### src/rtl/integer_matrix_multiply_unit_assert.svh
// Assertion macros shared by the matrix multiply unit modules
`ifndef INTEGER_MATRIX_MULTIPLY_UNIT_ASSERT_SVH
`define INTEGER_MATRIX_MULTIPLY_UNIT_ASSERT_SVH

// same-cycle implication
`define IMM_ASSERT_NOW(label, ante, cons, msg) \
  label: assert property (@(posedge clk) disable iff (rst) (ante) |-> (cons)) \
    else $error(msg);

// next-cycle implication
`define IMM_ASSERT_NEXT(label, ante, cons, msg) \
  label: assert property (@(posedge clk) disable iff (rst) (ante) |=> (cons)) \
    else $error(msg);

`endif

### src/rtl/imm_pkg.sv
// Shared constants, types and helpers for the integer matrix multiply unit
package imm_pkg;

  localparam int MAX_DIM = 8;
  localparam int IDX_W   = $clog2(MAX_DIM);
  localparam int ADDR_W  = 2 * IDX_W;
  localparam int DEPTH   = 1 << ADDR_W;
  localparam int DIM_W   = 4;
  localparam int DATA_W  = 32;
  localparam int CMD_W   = 2;
  localparam int CFG_W   = 2;

  localparam logic [CMD_W-1:0] CMD_LOAD_A  = 2'd0;
  localparam logic [CMD_W-1:0] CMD_LOAD_B  = 2'd1;
  localparam logic [CMD_W-1:0] CMD_COMPUTE = 2'd2;

  localparam logic [CFG_W-1:0] CFG_A_ROWS = 2'd0;
  localparam logic [CFG_W-1:0] CFG_A_COLS = 2'd1;
  localparam logic [CFG_W-1:0] CFG_B_ROWS = 2'd2;
  localparam logic [CFG_W-1:0] CFG_B_COLS = 2'd3;

  typedef enum logic [2:0] {
    ST_IDLE,
    ST_RUN,
    ST_DRAIN,
    ST_EMIT,
    ST_MISM
  } state_t;

  typedef struct packed {
    logic              wr_a;
    logic              wr_b;
    logic [ADDR_W-1:0] wr_addr;
    logic              rd_en;
    logic              rd_first;
    logic [ADDR_W-1:0] a_addr;
    logic [ADDR_W-1:0] b_addr;
    logic              out_load;
    logic [IDX_W-1:0]  out_row;
    logic [IDX_W-1:0]  out_col;
    logic              out_last;
    logic              out_mism;
  } ctrl_t;

  // saturate a dimension register to 1..MAX_DIM and return it minus one
  function automatic logic [IDX_W-1:0] dim_m1(input logic [DIM_W-1:0] v);
    logic [DIM_W-1:0] d;
    d = v;
    if (d == '0) d = DIM_W'(1);
    if (d > DIM_W'(MAX_DIM)) d = DIM_W'(MAX_DIM);
    d = d - DIM_W'(1);
    return d[IDX_W-1:0];
  endfunction

endpackage

### src/rtl/imm_dp.sv
// Datapath: A and B memories, shared multiply-accumulate unit, output register
`include "integer_matrix_multiply_unit_assert.svh"
module imm_dp (
  input  logic                        clk,
  input  logic                        rst,
  input  imm_pkg::ctrl_t              ctrl,
  input  logic [imm_pkg::DATA_W-1:0]  elem_value,
  input  logic                        out_ready,
  output logic                        out_free,
  output logic                        out_valid,
  output logic [imm_pkg::IDX_W-1:0]   out_row,
  output logic [imm_pkg::IDX_W-1:0]   out_col,
  output logic [imm_pkg::DATA_W-1:0]  out_value,
  output logic                        out_last,
  output logic                        out_mism
);

  logic [imm_pkg::DATA_W-1:0] mem_a [0:imm_pkg::DEPTH-1];
  logic [imm_pkg::DATA_W-1:0] mem_b [0:imm_pkg::DEPTH-1];
  logic [imm_pkg::DATA_W-1:0] rd_a, rd_b, prod, acc;
  logic                       v1, f1, v2, f2;

  always_ff @(posedge clk) begin
    if (ctrl.wr_a) mem_a[ctrl.wr_addr] <= elem_value;
    rd_a <= mem_a[ctrl.a_addr];
  end

  always_ff @(posedge clk) begin
    if (ctrl.wr_b) mem_b[ctrl.wr_addr] <= elem_value;
    rd_b <= mem_b[ctrl.b_addr];
  end

  always_ff @(posedge clk) begin
    if (rst) begin
      v1 <= 1'b0;
      f1 <= 1'b0;
      v2 <= 1'b0;
      f2 <= 1'b0;
    end else begin
      v1 <= ctrl.rd_en;
      f1 <= ctrl.rd_first;
      v2 <= v1;
      f2 <= f1;
    end
  end

  // low 32 bits of the product are all the wrapped sum needs
  always_ff @(posedge clk) begin
    prod <= rd_a * rd_b;
    if (v2) acc <= f2 ? prod : acc + prod;
  end

  assign out_free = !out_valid || out_ready;

  always_ff @(posedge clk) begin
    if (rst) begin
      out_valid <= 1'b0;
    end else if (ctrl.out_load) begin
      out_valid <= 1'b1;
    end else if (out_ready) begin
      out_valid <= 1'b0;
    end
  end

  always_ff @(posedge clk) begin
    if (ctrl.out_load) begin
      out_row   <= ctrl.out_row;
      out_col   <= ctrl.out_col;
      out_value <= ctrl.out_mism ? '0 : acc;
      out_last  <= ctrl.out_last;
      out_mism  <= ctrl.out_mism;
    end
  end

  `IMM_ASSERT_NOW(a_no_rw_overlap, ctrl.rd_en, !ctrl.wr_a && !ctrl.wr_b, "load during product walk")
  `IMM_ASSERT_NEXT(a_mism_zero, ctrl.out_load && ctrl.out_mism, out_valid && out_value == '0 && out_last && out_mism, "bad mismatch result")
  `IMM_ASSERT_NOW(a_load_free, ctrl.out_load, !out_valid || out_ready, "output register overwritten")

endmodule

### config.mk
export PLATFORM = sky130hd
export DESIGN_NAME = imm_dp
export DESIGN_NICKNAME = d
export VERILOG_FILES = /design/src/rtl/imm_pkg.sv /design/src/rtl/imm_dp.sv
export VERILOG_INCLUDE_DIRS = /design/src /design/src/rtl
export SDC_FILE = /design/constraint.sdc
export NUM_CORES = 2
export LEC_CHECK = 0
export BUFFER_PORTS_ARGS = -buffer_cell sky130_fd_sc_hd__buf_4
export CAP_MARGIN = 20
export CORE_MARGIN = 4
export CORE_UTILIZATION = 55
export CTS_CLUSTER_SIZE = 20
export DETAILED_ROUTE_END_ITERATION = 10
export PLACE_DENSITY = 0.71
export SLEW_MARGIN = 20
export SYNTH_ARGS = -nofsm -noshare
export SYNTH_HDL_FRONTEND = slang
export SYNTH_SLANG_ARGS = --single-unit
### constraint.sdc
create_clock -name clk -period 9.1 [get_ports clk]
set_input_delay 2.73 -clock clk [delete_from_list [all_inputs] [get_ports clk]]
set_output_delay 2.73 -clock clk [all_outputs]
set_load 0.03 [all_outputs]
==> flow_metrics.tcl <==
set metrics [dict create \
    status "complete, no violations" \
    initial_core_util 0.552 \
    worstPathMaxFanout 23 \
    clock-root-buffer "clkbuf_16" \
    drtPass1Iterations 5 \
    timing.rr.start "rd_b[4]$_DFF_P_" \
    final.setup.tns_ps 0 \
    hold_class "register to register" \
    rsz0062_at_grt "false" \
    gp_congestion 0.864 \
    grt_first_pass_wirelength_um 639000 \
    cts_buffers 416 \
    rows 208 \
    synthTopCellsByCount "edfxtp_1 (4168), mux4_2 (1332), fa_1 (409)" \
    drtIter0Drc 11635 \
    synth_cell_types 55 \
    worstSetupPathType "register to register" \
    place_hpwl_um 250000 \
    clock-sinks 4269 \
    synthArstFlopShare 0 \
    fillers 21327 \
    antenna_found_initial 48 \
    wl_per_cell_um 33.6 \
    fin_util 0.618 \
    fp.dieW_um 575 \
    ant_nets 0 \
    grt_use_total 0.270 \
    htree_levels 5 \
    finalCritPeriodShare 0.849 \
    clk_latency_ps 970 \
    cp_data_required_time_ps 9930 \
    min_to "f2$_SDFF_PP0_" \
    endpoint_kind "register" \
    min_period_ps 7730 \
    max_slew_margin 0.235 \
    worst_pin_slew_ps 1150 \
    wl_um 442000 \
    port_buffers 107 \
    cts_tree "done" \
    nets 9115 \
    synth_top_cell_area_share 0.707 \
    synth-main-ff-cell "edfxtp_1" \
    grt-ovfl-total 0 \
    r2r_end "prod[31]$_DFF_P_" \
    max-cap-violations 0 \
    post_cts_resized 0 \
    hold_start "f1$_SDFF_PP0_" \
    grt_pass1_vias 87511 \
    drv_slew 0 \
    setup_viol 0 \
    fp.dieH_um 575 \
    worst-r2r-setup-slack_ps 1370 \
    synth_top_area_cell "edfxtp_1" \
    coreArea_mm2 0.321 \
    drive_above_1_share 0.276 \
    hold_buffers 0 \
    finalClockSkew_ps 64.7 \
    ys_ff_latch 4269 \
    ios 108 \
    power.static_leakage_nw 64.3 \
    syn2layout_area_growth_pct 12.0 \
    drc 0 \
    reg2reg_depth 22 \
    grt_max_degree 148 \
    timing.fmax_ghz 0.129 \
    post_cts_buffers 0 \
    avgSynthCellArea_um2 21.8 \
    crit_start "rd_b[4]$_DFF_P_" \
    vias_per_cell 6.46 \
    ys_top_cells_by_area "edfxtp_1 (71%), mux4_2 (17%), fa_1 (4.6%)" \
    min_delay_path_depth 1 \
    dieArea_mm2 0.331 \
    syn_inst 8138 \
    yosysSeqAreaShare 0.718 \
    cts.path.max_buffers 4 \
    start_kind "register" \
    vias 84973 \
    power_density_mw_per_mm2 382 \
    ir_worst_vdd_mv 3.24 \
    syn_area_mm2 0.177 \
    hold_violations 0 \
    clk_pin_slew_ps 70 \
    yosys_warnings 0 \
    synth.most_common_cell "edfxtp_1" \
    crit_arrival_ps 8560 \
    synthesis.nets 8767 \
    synth_edf_count 4168 \
]
==> critical path, cell delays in order (launching register included) <==
cell and delay, ps:
dfxtp_1 1060, and2_1 260, fa_1 420, inv_1 80
fa_1 420, fa_1 490, fa_1 550, inv_1 50
fa_1 470, fa_1 590, fa_1 440, fa_1 450
ha_1 370, a21o_1 180, a21o_1 200, a2111oi_0 510
o211ai_1 230, nand2_1 130, o21a_1 140, a21oi_1 100
a21o_1 190, a21oi_1 170, xnor2_1 80
==> flip-flops by register name, summed over array words and instances (netlist names), 3 cells and up <==
| register | cells |
|---|---|
| acc | 32 |
| mem_a | 2048 |
| mem_b | 2048 |
| out_col | 3 |
| out_row | 3 |
| out_value | 32 |
| prod | 32 |
| rd_a | 32 |
| rd_b | 32 |
==> placed cells by master (no fill, tap or decap), drive strengths merged, types with 3 or more instances in the layout <==
master,n
edfxtp,4168
mux4,1332
clkbuf,513
fa,409
inv,407
buf,342
and2,311
nand2,287
clkinv,164
ha,154
nor2,151
dfxtp,101
xnor2,80
o21ai,63
a21oi,47
nor2b,45
bufinv,43
xor2,29
clkinvlp,21
nand3,19
mux2i,17
a21o,16
mux2,14
diode,13
o21bai,9
a211oi,9
nor3,9
nand2b,8
o21a,8
o211ai,6
and3,5
a31oi,5
o31ai,4
nand3b,4
nand4,3
or3,3
==> report_power, final <==
part	leakage, nW	internal [W]	switching [W]
Clock	6.60	0.00983	0.00732
Sequential	38.4	0.0224	0.000346
Combinational	19.3	0.0156	0.0202
Total	64.3	0.0479	0.0278
==> metrics by stage <==
stage                     cells  worst slack, ps  cell area [um^2]  power (W)  hold WS, ps
after floorplan            8138             2300            177000     0.0517          414
after global placement    12372             1420            185000     0.0583          434
after detailed placement  12372             1350            185000     0.0591          445
after CTS                 13132             1290            198000     0.0762          452
after global routing      13137             1040            198000     0.0801          454
final                     13146             1370            198000     0.0757          446
==> routing by layer <==
layer	global-route usage	up-vias	wire, um
li1	-	33561	-
met1	0.395	45641	167000
met2	0.410	4986	208000
met3	0.0617	759	50800
met4	0.0905	26	16600
met5	0	-	180
==> cells by family (layout without fill, tap and decap cells) <==
group                      after synthesis  in the layout  synth area share
AOI/OAI and AO/OA                      178            178           0.00616
xor gates and xnor gates               109            109           0.00539
adders and majority gates              563            563            0.0571
buffers and inverters                  800           1490            0.0177
DFF                                   4269           4269             0.718
muxes                                 1363           1363             0.171
other                                    0             13                 0
and+or+nand+nor                        856            856            0.0240
==> worst max-delay path by stage <==
stage	cells past startpoint	endpoint
4_1_cts	22	prod[31]$_DFF_P_
3_5_place_dp	22	prod[31]$_DFF_P_
3_3_place_gp	22	prod[23]$_DFF_P_
2_1_floorplan	25	prod[30]$_DFF_P_
6_report	22	prod[31]$_DFF_P_
5_1_grt	23	prod[31]$_DFF_P_
==> area by class of cell <==
| cell class | instances | area, um^2 | share of cell area |
|---|---|---|---|
| Clock buffer | 513 | 11000 | 0.0556 |
| Tap cell | 4305 | 5390 | 0.0272 |
| Clock inverter | 247 | 2540 | 0.0128 |
| Sequential cell | 4269 | 127000 | 0.642 |
| Inverter | 388 | 1460 | 0.00735 |
| Multi-Input combinational cell | 3069 | 47700 | 0.241 |
| Antenna cell | 13 | 32.5 | 0.000164 |
| Timing Repair Buffer | 342 | 2920 | 0.0147 |
(Power assumes the default switching activity.)
