==> src/rtl/integer_matrix_multiply_unit_assert.svh <==
// Assertion macros shared by the matrix multiply unit modules
`ifndef INTEGER_MATRIX_MULTIPLY_UNIT_ASSERT_SVH
`define INTEGER_MATRIX_MULTIPLY_UNIT_ASSERT_SVH

// same-cycle implication
`define IMM_ASSERT_NOW(label, ante, cons, msg) \
  label: assert property (@(posedge clk) disable iff (rst) (ante) |-> (cons)) \
    else $error(msg);

// next-cycle implication
`define IMM_ASSERT_NEXT(label, ante, cons, msg) \
  label: assert property (@(posedge clk) disable iff (rst) (ante) |=> (cons)) \
    else $error(msg);

`endif

==> src/rtl/imm_pkg.sv <==
// Shared constants, types and helpers for the integer matrix multiply unit
package imm_pkg;

  localparam int MAX_DIM = 8;
  localparam int IDX_W   = $clog2(MAX_DIM);
  localparam int ADDR_W  = 2 * IDX_W;
  localparam int DEPTH   = 1 << ADDR_W;
  localparam int DIM_W   = 4;
  localparam int DATA_W  = 32;
  localparam int CMD_W   = 2;
  localparam int CFG_W   = 2;

  localparam logic [CMD_W-1:0] CMD_LOAD_A  = 2'd0;
  localparam logic [CMD_W-1:0] CMD_LOAD_B  = 2'd1;
  localparam logic [CMD_W-1:0] CMD_COMPUTE = 2'd2;

  localparam logic [CFG_W-1:0] CFG_A_ROWS = 2'd0;
  localparam logic [CFG_W-1:0] CFG_A_COLS = 2'd1;
  localparam logic [CFG_W-1:0] CFG_B_ROWS = 2'd2;
  localparam logic [CFG_W-1:0] CFG_B_COLS = 2'd3;

  typedef enum logic [2:0] {
    ST_IDLE,
    ST_RUN,
    ST_DRAIN,
    ST_EMIT,
    ST_MISM
  } state_t;

  typedef struct packed {
    logic              wr_a;
    logic              wr_b;
    logic [ADDR_W-1:0] wr_addr;
    logic              rd_en;
    logic              rd_first;
    logic [ADDR_W-1:0] a_addr;
    logic [ADDR_W-1:0] b_addr;
    logic              out_load;
    logic [IDX_W-1:0]  out_row;
    logic [IDX_W-1:0]  out_col;
    logic              out_last;
    logic              out_mism;
  } ctrl_t;

  // saturate a dimension register to 1..MAX_DIM and return it minus one
  function automatic logic [IDX_W-1:0] dim_m1(input logic [DIM_W-1:0] v);
    logic [DIM_W-1:0] d;
    d = v;
    if (d == '0) d = DIM_W'(1);
    if (d > DIM_W'(MAX_DIM)) d = DIM_W'(MAX_DIM);
    d = d - DIM_W'(1);
    return d[IDX_W-1:0];
  endfunction

endpackage

==> src/rtl/imm_seq.sv <==
// Sequencer: configuration registers, intake control and the row/col/k walk
`include "integer_matrix_multiply_unit_assert.svh"
module imm_seq (
  input  logic                        clk,
  input  logic                        rst,
  input  logic                        cfg_we,
  input  logic [imm_pkg::CFG_W-1:0]   cfg_index,
  input  logic [imm_pkg::DIM_W-1:0]   cfg_data,
  input  logic                        in_valid,
  output logic                        in_ready,
  input  logic [imm_pkg::CMD_W-1:0]   cmd,
  input  logic [imm_pkg::IDX_W-1:0]   elem_row,
  input  logic [imm_pkg::IDX_W-1:0]   elem_col,
  input  logic                        out_free,
  output imm_pkg::ctrl_t              ctrl
);

  imm_pkg::state_t state, state_next;
  logic [imm_pkg::DIM_W-1:0] a_rows, a_cols, b_rows, b_cols;
  logic [imm_pkg::IDX_W-1:0] row, row_next, col, col_next, k, k_next;
  logic                      drain, drain_next;
  logic [imm_pkg::IDX_W-1:0] ar_m1, inner_m1, br_m1, bc_m1;
  logic                      in_range;
  logic                      at_last;

  assign ar_m1    = imm_pkg::dim_m1(a_rows);
  assign inner_m1 = imm_pkg::dim_m1(a_cols);
  assign br_m1    = imm_pkg::dim_m1(b_rows);
  assign bc_m1    = imm_pkg::dim_m1(b_cols);
  assign in_range = ({1'b0, elem_row} < (imm_pkg::IDX_W+1)'(imm_pkg::MAX_DIM)) &&
                    ({1'b0, elem_col} < (imm_pkg::IDX_W+1)'(imm_pkg::MAX_DIM));
  assign at_last  = (row == ar_m1) && (col == bc_m1);

  always_ff @(posedge clk) begin
    if (rst) begin
      a_rows <= imm_pkg::DIM_W'(1);
      a_cols <= imm_pkg::DIM_W'(1);
      b_rows <= imm_pkg::DIM_W'(1);
      b_cols <= imm_pkg::DIM_W'(1);
    end else if (cfg_we) begin
      case (cfg_index)
        imm_pkg::CFG_A_ROWS: a_rows <= cfg_data;
        imm_pkg::CFG_A_COLS: a_cols <= cfg_data;
        imm_pkg::CFG_B_ROWS: b_rows <= cfg_data;
        imm_pkg::CFG_B_COLS: b_cols <= cfg_data;
        default: ;
      endcase
    end
  end

  always_ff @(posedge clk) begin
    if (rst) begin
      state <= imm_pkg::ST_IDLE;
      row   <= '0;
      col   <= '0;
      k     <= '0;
      drain <= 1'b0;
    end else begin
      state <= state_next;
      row   <= row_next;
      col   <= col_next;
      k     <= k_next;
      drain <= drain_next;
    end
  end

  always_comb begin
    state_next    = state;
    row_next      = row;
    col_next      = col;
    k_next        = k;
    drain_next    = drain;
    in_ready      = (state == imm_pkg::ST_IDLE);
    ctrl          = '0;
    ctrl.wr_addr  = {elem_row, elem_col};
    ctrl.a_addr   = {row, k};
    ctrl.b_addr   = {k, col};
    ctrl.out_row  = row;
    ctrl.out_col  = col;
    ctrl.out_last = at_last;
    case (state)
      imm_pkg::ST_IDLE: begin
        if (in_valid) begin
          case (cmd)
            imm_pkg::CMD_LOAD_A: ctrl.wr_a = in_range;
            imm_pkg::CMD_LOAD_B: ctrl.wr_b = in_range;
            imm_pkg::CMD_COMPUTE: begin
              row_next   = '0;
              col_next   = '0;
              k_next     = '0;
              state_next = (inner_m1 != br_m1) ? imm_pkg::ST_MISM : imm_pkg::ST_RUN;
            end
            default: ;
          endcase
        end
      end
      imm_pkg::ST_RUN: begin
        ctrl.rd_en    = 1'b1;
        ctrl.rd_first = (k == '0);
        if (k == inner_m1) begin
          k_next     = '0;
          drain_next = 1'b0;
          state_next = imm_pkg::ST_DRAIN;
        end else begin
          k_next = k + 1'b1;
        end
      end
      imm_pkg::ST_DRAIN: begin
        // read and multiply stages still in flight
        drain_next = 1'b1;
        if (drain) state_next = imm_pkg::ST_EMIT;
      end
      imm_pkg::ST_EMIT: begin
        if (out_free) begin
          ctrl.out_load = 1'b1;
          if (at_last) begin
            state_next = imm_pkg::ST_IDLE;
          end else begin
            state_next = imm_pkg::ST_RUN;
            if (col == bc_m1) begin
              col_next = '0;
              row_next = row + 1'b1;
            end else begin
              col_next = col + 1'b1;
            end
          end
        end
      end
      imm_pkg::ST_MISM: begin
        ctrl.out_row  = '0;
        ctrl.out_col  = '0;
        ctrl.out_last = 1'b1;
        ctrl.out_mism = 1'b1;
        if (out_free) begin
          ctrl.out_load = 1'b1;
          state_next    = imm_pkg::ST_IDLE;
        end
      end
      default: state_next = imm_pkg::ST_IDLE;
    endcase
  end

  `IMM_ASSERT_NEXT(a_mism_route, state == imm_pkg::ST_IDLE && in_valid && cmd == imm_pkg::CMD_COMPUTE && inner_m1 != br_m1, state == imm_pkg::ST_MISM, "dimension mismatch not routed")
  `IMM_ASSERT_NOW(a_run_bound, state == imm_pkg::ST_RUN, k <= inner_m1, "inner index past dimension")
  `IMM_ASSERT_NOW(a_emit_free, ctrl.out_load, out_free, "result loaded while output busy")

endmodule

==> config.mk <==
export PLATFORM = sky130hd
export DESIGN_NAME = imm_seq
export DESIGN_NICKNAME = d
export VERILOG_FILES = /design/src/rtl/imm_pkg.sv /design/src/rtl/imm_seq.sv
export VERILOG_INCLUDE_DIRS = /design/src /design/src/rtl
export SDC_FILE = /design/constraint.sdc
export NUM_CORES = 1
export LEC_CHECK = 0
export ABC_AREA = 0
export BUFFER_PORTS_ARGS = -buffer_cell sky130_fd_sc_hd__buf_2
export CORE_ASPECT_RATIO = 1.2
export CORE_UTILIZATION = 52
export CTS_CLUSTER_SIZE = 40
export DETAILED_ROUTE_END_ITERATION = 8
export PLACE_DENSITY = 0.8
export SYNTH_ARGS = -nofsm -noshare
export SYNTH_HDL_FRONTEND = slang
export SYNTH_SLANG_ARGS = --single-unit
==> constraint.sdc <==
create_clock -name clk -period 3 [get_ports clk]
set_input_delay 0.3 -clock clk [delete_from_list [all_inputs] [get_ports clk]]
set_output_delay 0.3 -clock clk [all_outputs]
set_load 0.02 [all_outputs]
==> flow_summary.toml <==
[outcome]
status = "finished clean"

[critical_path]
crit_path_max_incr_delay_ns = 0.47
r2r_cells = 9
critPathSlowestCell = "nor4b_4"
reg2reg_setup_slack_ns = 0.52
cp-start-kind = "register"
crit_type = "register to output port"
crit_chain = "o21bai_1 -> nand2_1 -> ha_1 -> xnor2_1 -> xnor2_1 -> nor4b_4 -> nand2_1 -> nand2b_1 -> buf_2"
r2r-end = "row[2]$_SDFFE_PP0P_"
crit_required_ns = 2.70
arrival_ns = 2.33
crit_end = "ctrl[1]"
startpoint = "b_cols[1]$_SDFFE_PP0P_"
worstPathMaxFanout = 6
cp-end-kind = "output port"
reg2reg_from = "b_cols[1]$_SDFFE_PP0P_"

[die]
core.rowCount = 23
dieWidth_um = 56.0
die_h_um = 66.8
start_util = 0.544
die-area_mm2 = 0.00374
io-pin-count = 51
coreArea_mm2 = 0.00334

[clock_network]
cts_resized = 0
clk_path_buf_depth = 2
clkLatencyLatePin_ns = 0.29
ctsHtreeMaxLevel = 2
root_buffer = "clkbuf_8"
ctsHoldBuffers = 0
postCtsSetupBuffers = 0
cts_tree = "done"
cts_buffers = 5
clkTransAtPathRegs_ns = 0.06
cts.sinks = 29

[synthesis]
synth_area_mm2 = 0.00182
synth_fp_nets = 243
synth_seq_cells = 29
synth_edf_count = 0
synth_warnings = 0
syn_avg_cell_area_um2 = 8.41
ys.flop_type = "dfxtp_1"
ys_types = 42
synthesis.instances = 216
ys_async_sr_fraction = 0
yosysSeqAreaShare = 0.320

[finish]
multi_input_area_mm2 = 0.00109
layout-drive-gt1-share = 0.206
syn2layout_area_growth_pct = 12.8
fin_nets = 274
nFillCells = 293
regArea_um2 = 581
diodes = 0

[placed_design]
gp_congestion = 0.851
port_buffers = 38
hpwl_mm = 2.65

[sta]
maxSlewViolCount = 0
min_period_ns = 2.63
setup_viol = 0
finalHoldViolations = 0
clock_skew_ns = 0.00562
fin_crit_sh = 0.877
max_freq_ghz = 0.380
max-slew-margin-rel = 0.511
rsz0062_at_grt = "false"
worst_pin_slew_ns = 0.731
tns_ns = 0

[flow_run]
cap_violations = 0

[power]
p_sw_frac = 0.309
p_int_mw = 0.640
peakVddDrop_uv = 367
combinationalPowerShare = 0.214
p_per_area_mw_per_mm2 = 452
switching_power_mw = 0.286
p_seq_frac = 0.451
p_clk_frac = 0.335
p_leak_nw = 1.02
total_power_mw = 0.926

[routing]
vias = 1571
finalWirelength_mm = 3.65
dr.pass1.iters = 4
wl_per_cell_um = 12.8
ant_nets = 0
drt_iter0_drc = 71
drc = 0
vias_per_cell = 5.51

[global_route]
grt_max_degree = 23
grt_antenna_before_repair = 0
track_usage = 0.211
grt_pass1_vias = 1389
grt_pass1_wl_mm = 6.00
grt_overflow = 0

[worst_hold_path]
hold_depth = 3
hp-class = "input pin to register"
==> state kept, by name, indices dropped and copies added, names as in the netlist <==
| signal | flops |
|---|---|
| k | 3 |
| row | 3 |
| a_rows | 4 |
| a_cols | 4 |
| col | 3 |
| b_cols | 4 |
| b_rows | 4 |
| drain | 1 |
| state | 3 |
==> per-stage QoR <==
step                utilization  area (µm²)  std cells  hold WS (ns)  setup slack [ns]
floorplan                     -        1820        216         0.425             0.726
global placement          0.589        1970        277         0.455             0.656
detailed placement        0.589        1970        277         0.459             0.572
CTS                       0.614        2050        285         0.282             0.356
global route              0.614        2050        285         0.290             0.175
finish                    0.614        2050        285         0.287             0.368
==> cells in the final DEF, fill, tap and decap left out, types with 2 or more instances in the layout <==
master / netlist / routed
o21ai_0: 6 / 6
o2bb2ai_1: 3 / 3
o21bai_1: 2 / 2
clkbuf_8: 0 / 5
nor3_1: 3 / 3
a21oi_1: 9 / 9
nand3b_1: 4 / 4
dfxtp_1: 29 / 29
nor2b_1: 11 / 11
nand3_1: 6 / 6
o21ba_2: 2 / 2
buf_2: 0 / 38
clkinv_2: 0 / 2
xor2_1: 2 / 2
nor2_1: 24 / 24
inv_1: 13 / 13
xnor2_1: 10 / 10
nor4_1: 2 / 2
mux2i_1: 17 / 17
a211oi_1: 3 / 3
a31oi_1: 5 / 5
ha_1: 8 / 8
nand2b_1: 3 / 3
nor3b_1: 2 / 2
nand2_1: 19 / 19
==> cells by family after synthesis <==
group | count (synthesis) | share of synthesized area
adders and majority gates | 8 | 0.0551
muxes | 17 | 0.0937
and+or+nand+nor | 83 | 0.240
AOI/OAI and AO/OA | 38 | 0.143
xor gates and xnor gates | 13 | 0.0702
DFF | 29 | 0.320
buffers and inverters | 28 | 0.0785
==> area by class of cell <==
type	instances	share of cell area
clock buffers	6	0.0354
clock inverters	2	0.00488
inverters	13	0.0238
multi-input cells	159	0.534
flip-flops and latches	29	0.283
well taps	37	0.0226
repair buffers	39	0.0965
==> power by group through the flow <==
stage	clock [mW]	sequential, mW	combinational, mW
after CTS	0.317	0.417	0.198
after detailed placement	0	0.425	0.198
after global routing	0.329	0.420	0.218
final	0.311	0.417	0.198
after global placement	0	0.425	0.195
after floorplan	0	0.417	0.165
==> synth_stat cells, types with 2 or more instances <==
cell type,instances,share of area
mux2i_1,17,0.094
nand3_1,6,0.017
xor2_1,2,0.0096
xnor2_1,10,0.048
nand2b_1,3,0.010
nor3b_1,2,0.0083
inv_1,13,0.027
nor2b_1,11,0.038
ha_1,8,0.055
o21ai_0,6,0.017
nor4_1,2,0.0069
o2bb2ai_1,3,0.014
buf_4,10,0.041
clkbuf_1,5,0.010
nor2_1,24,0.050
a31oi_1,5,0.017
nand2_1,19,0.039
nor3_1,3,0.0083
o21bai_1,2,0.0083
a211oi_1,3,0.012
nand3b_1,4,0.017
dfxtp_1,29,0.32
o21ba_2,2,0.011
a21oi_1,9,0.025
==> worst min-delay path by stage <==
stage | end | slack [ns] | from
after global placement | b_rows[0]$_SDFFE_PP1P_ | 0.45 | b_rows[0]$_SDFFE_PP1P_
after detailed placement | a_rows[0]$_SDFFE_PP1P_ | 0.46 | a_rows[0]$_SDFFE_PP1P_
final | b_cols[0]$_SDFFE_PP1P_ | 0.29 | cfg_data[0]
after global routing | b_cols[0]$_SDFFE_PP1P_ | 0.29 | cfg_data[0]
after floorplan | a_cols[0]$_SDFFE_PP1P_ | 0.43 | cfg_data[0]
after CTS | b_cols[0]$_SDFFE_PP1P_ | 0.28 | cfg_data[0]
==> per-layer routing <==
layer | track usage | routed length, µm
met5 | 0 | 0
met4 | 0.110 | 64
met2 | 0.386 | 1760
met1 | 0.230 | 1680
met3 | 0.0466 | 134
==> worst max-delay path, delay by kind of cell (launching register included) <==
kind            cells  cell delay, ns
fa+ha+maj           1            0.21
compound gates      1            0.23
flops               1            0.32
buf+inv             1            0.17
simple gates        4            0.82
xor+xnor            2            0.31
No activity file was read; power rests on OpenSTA's default activity.
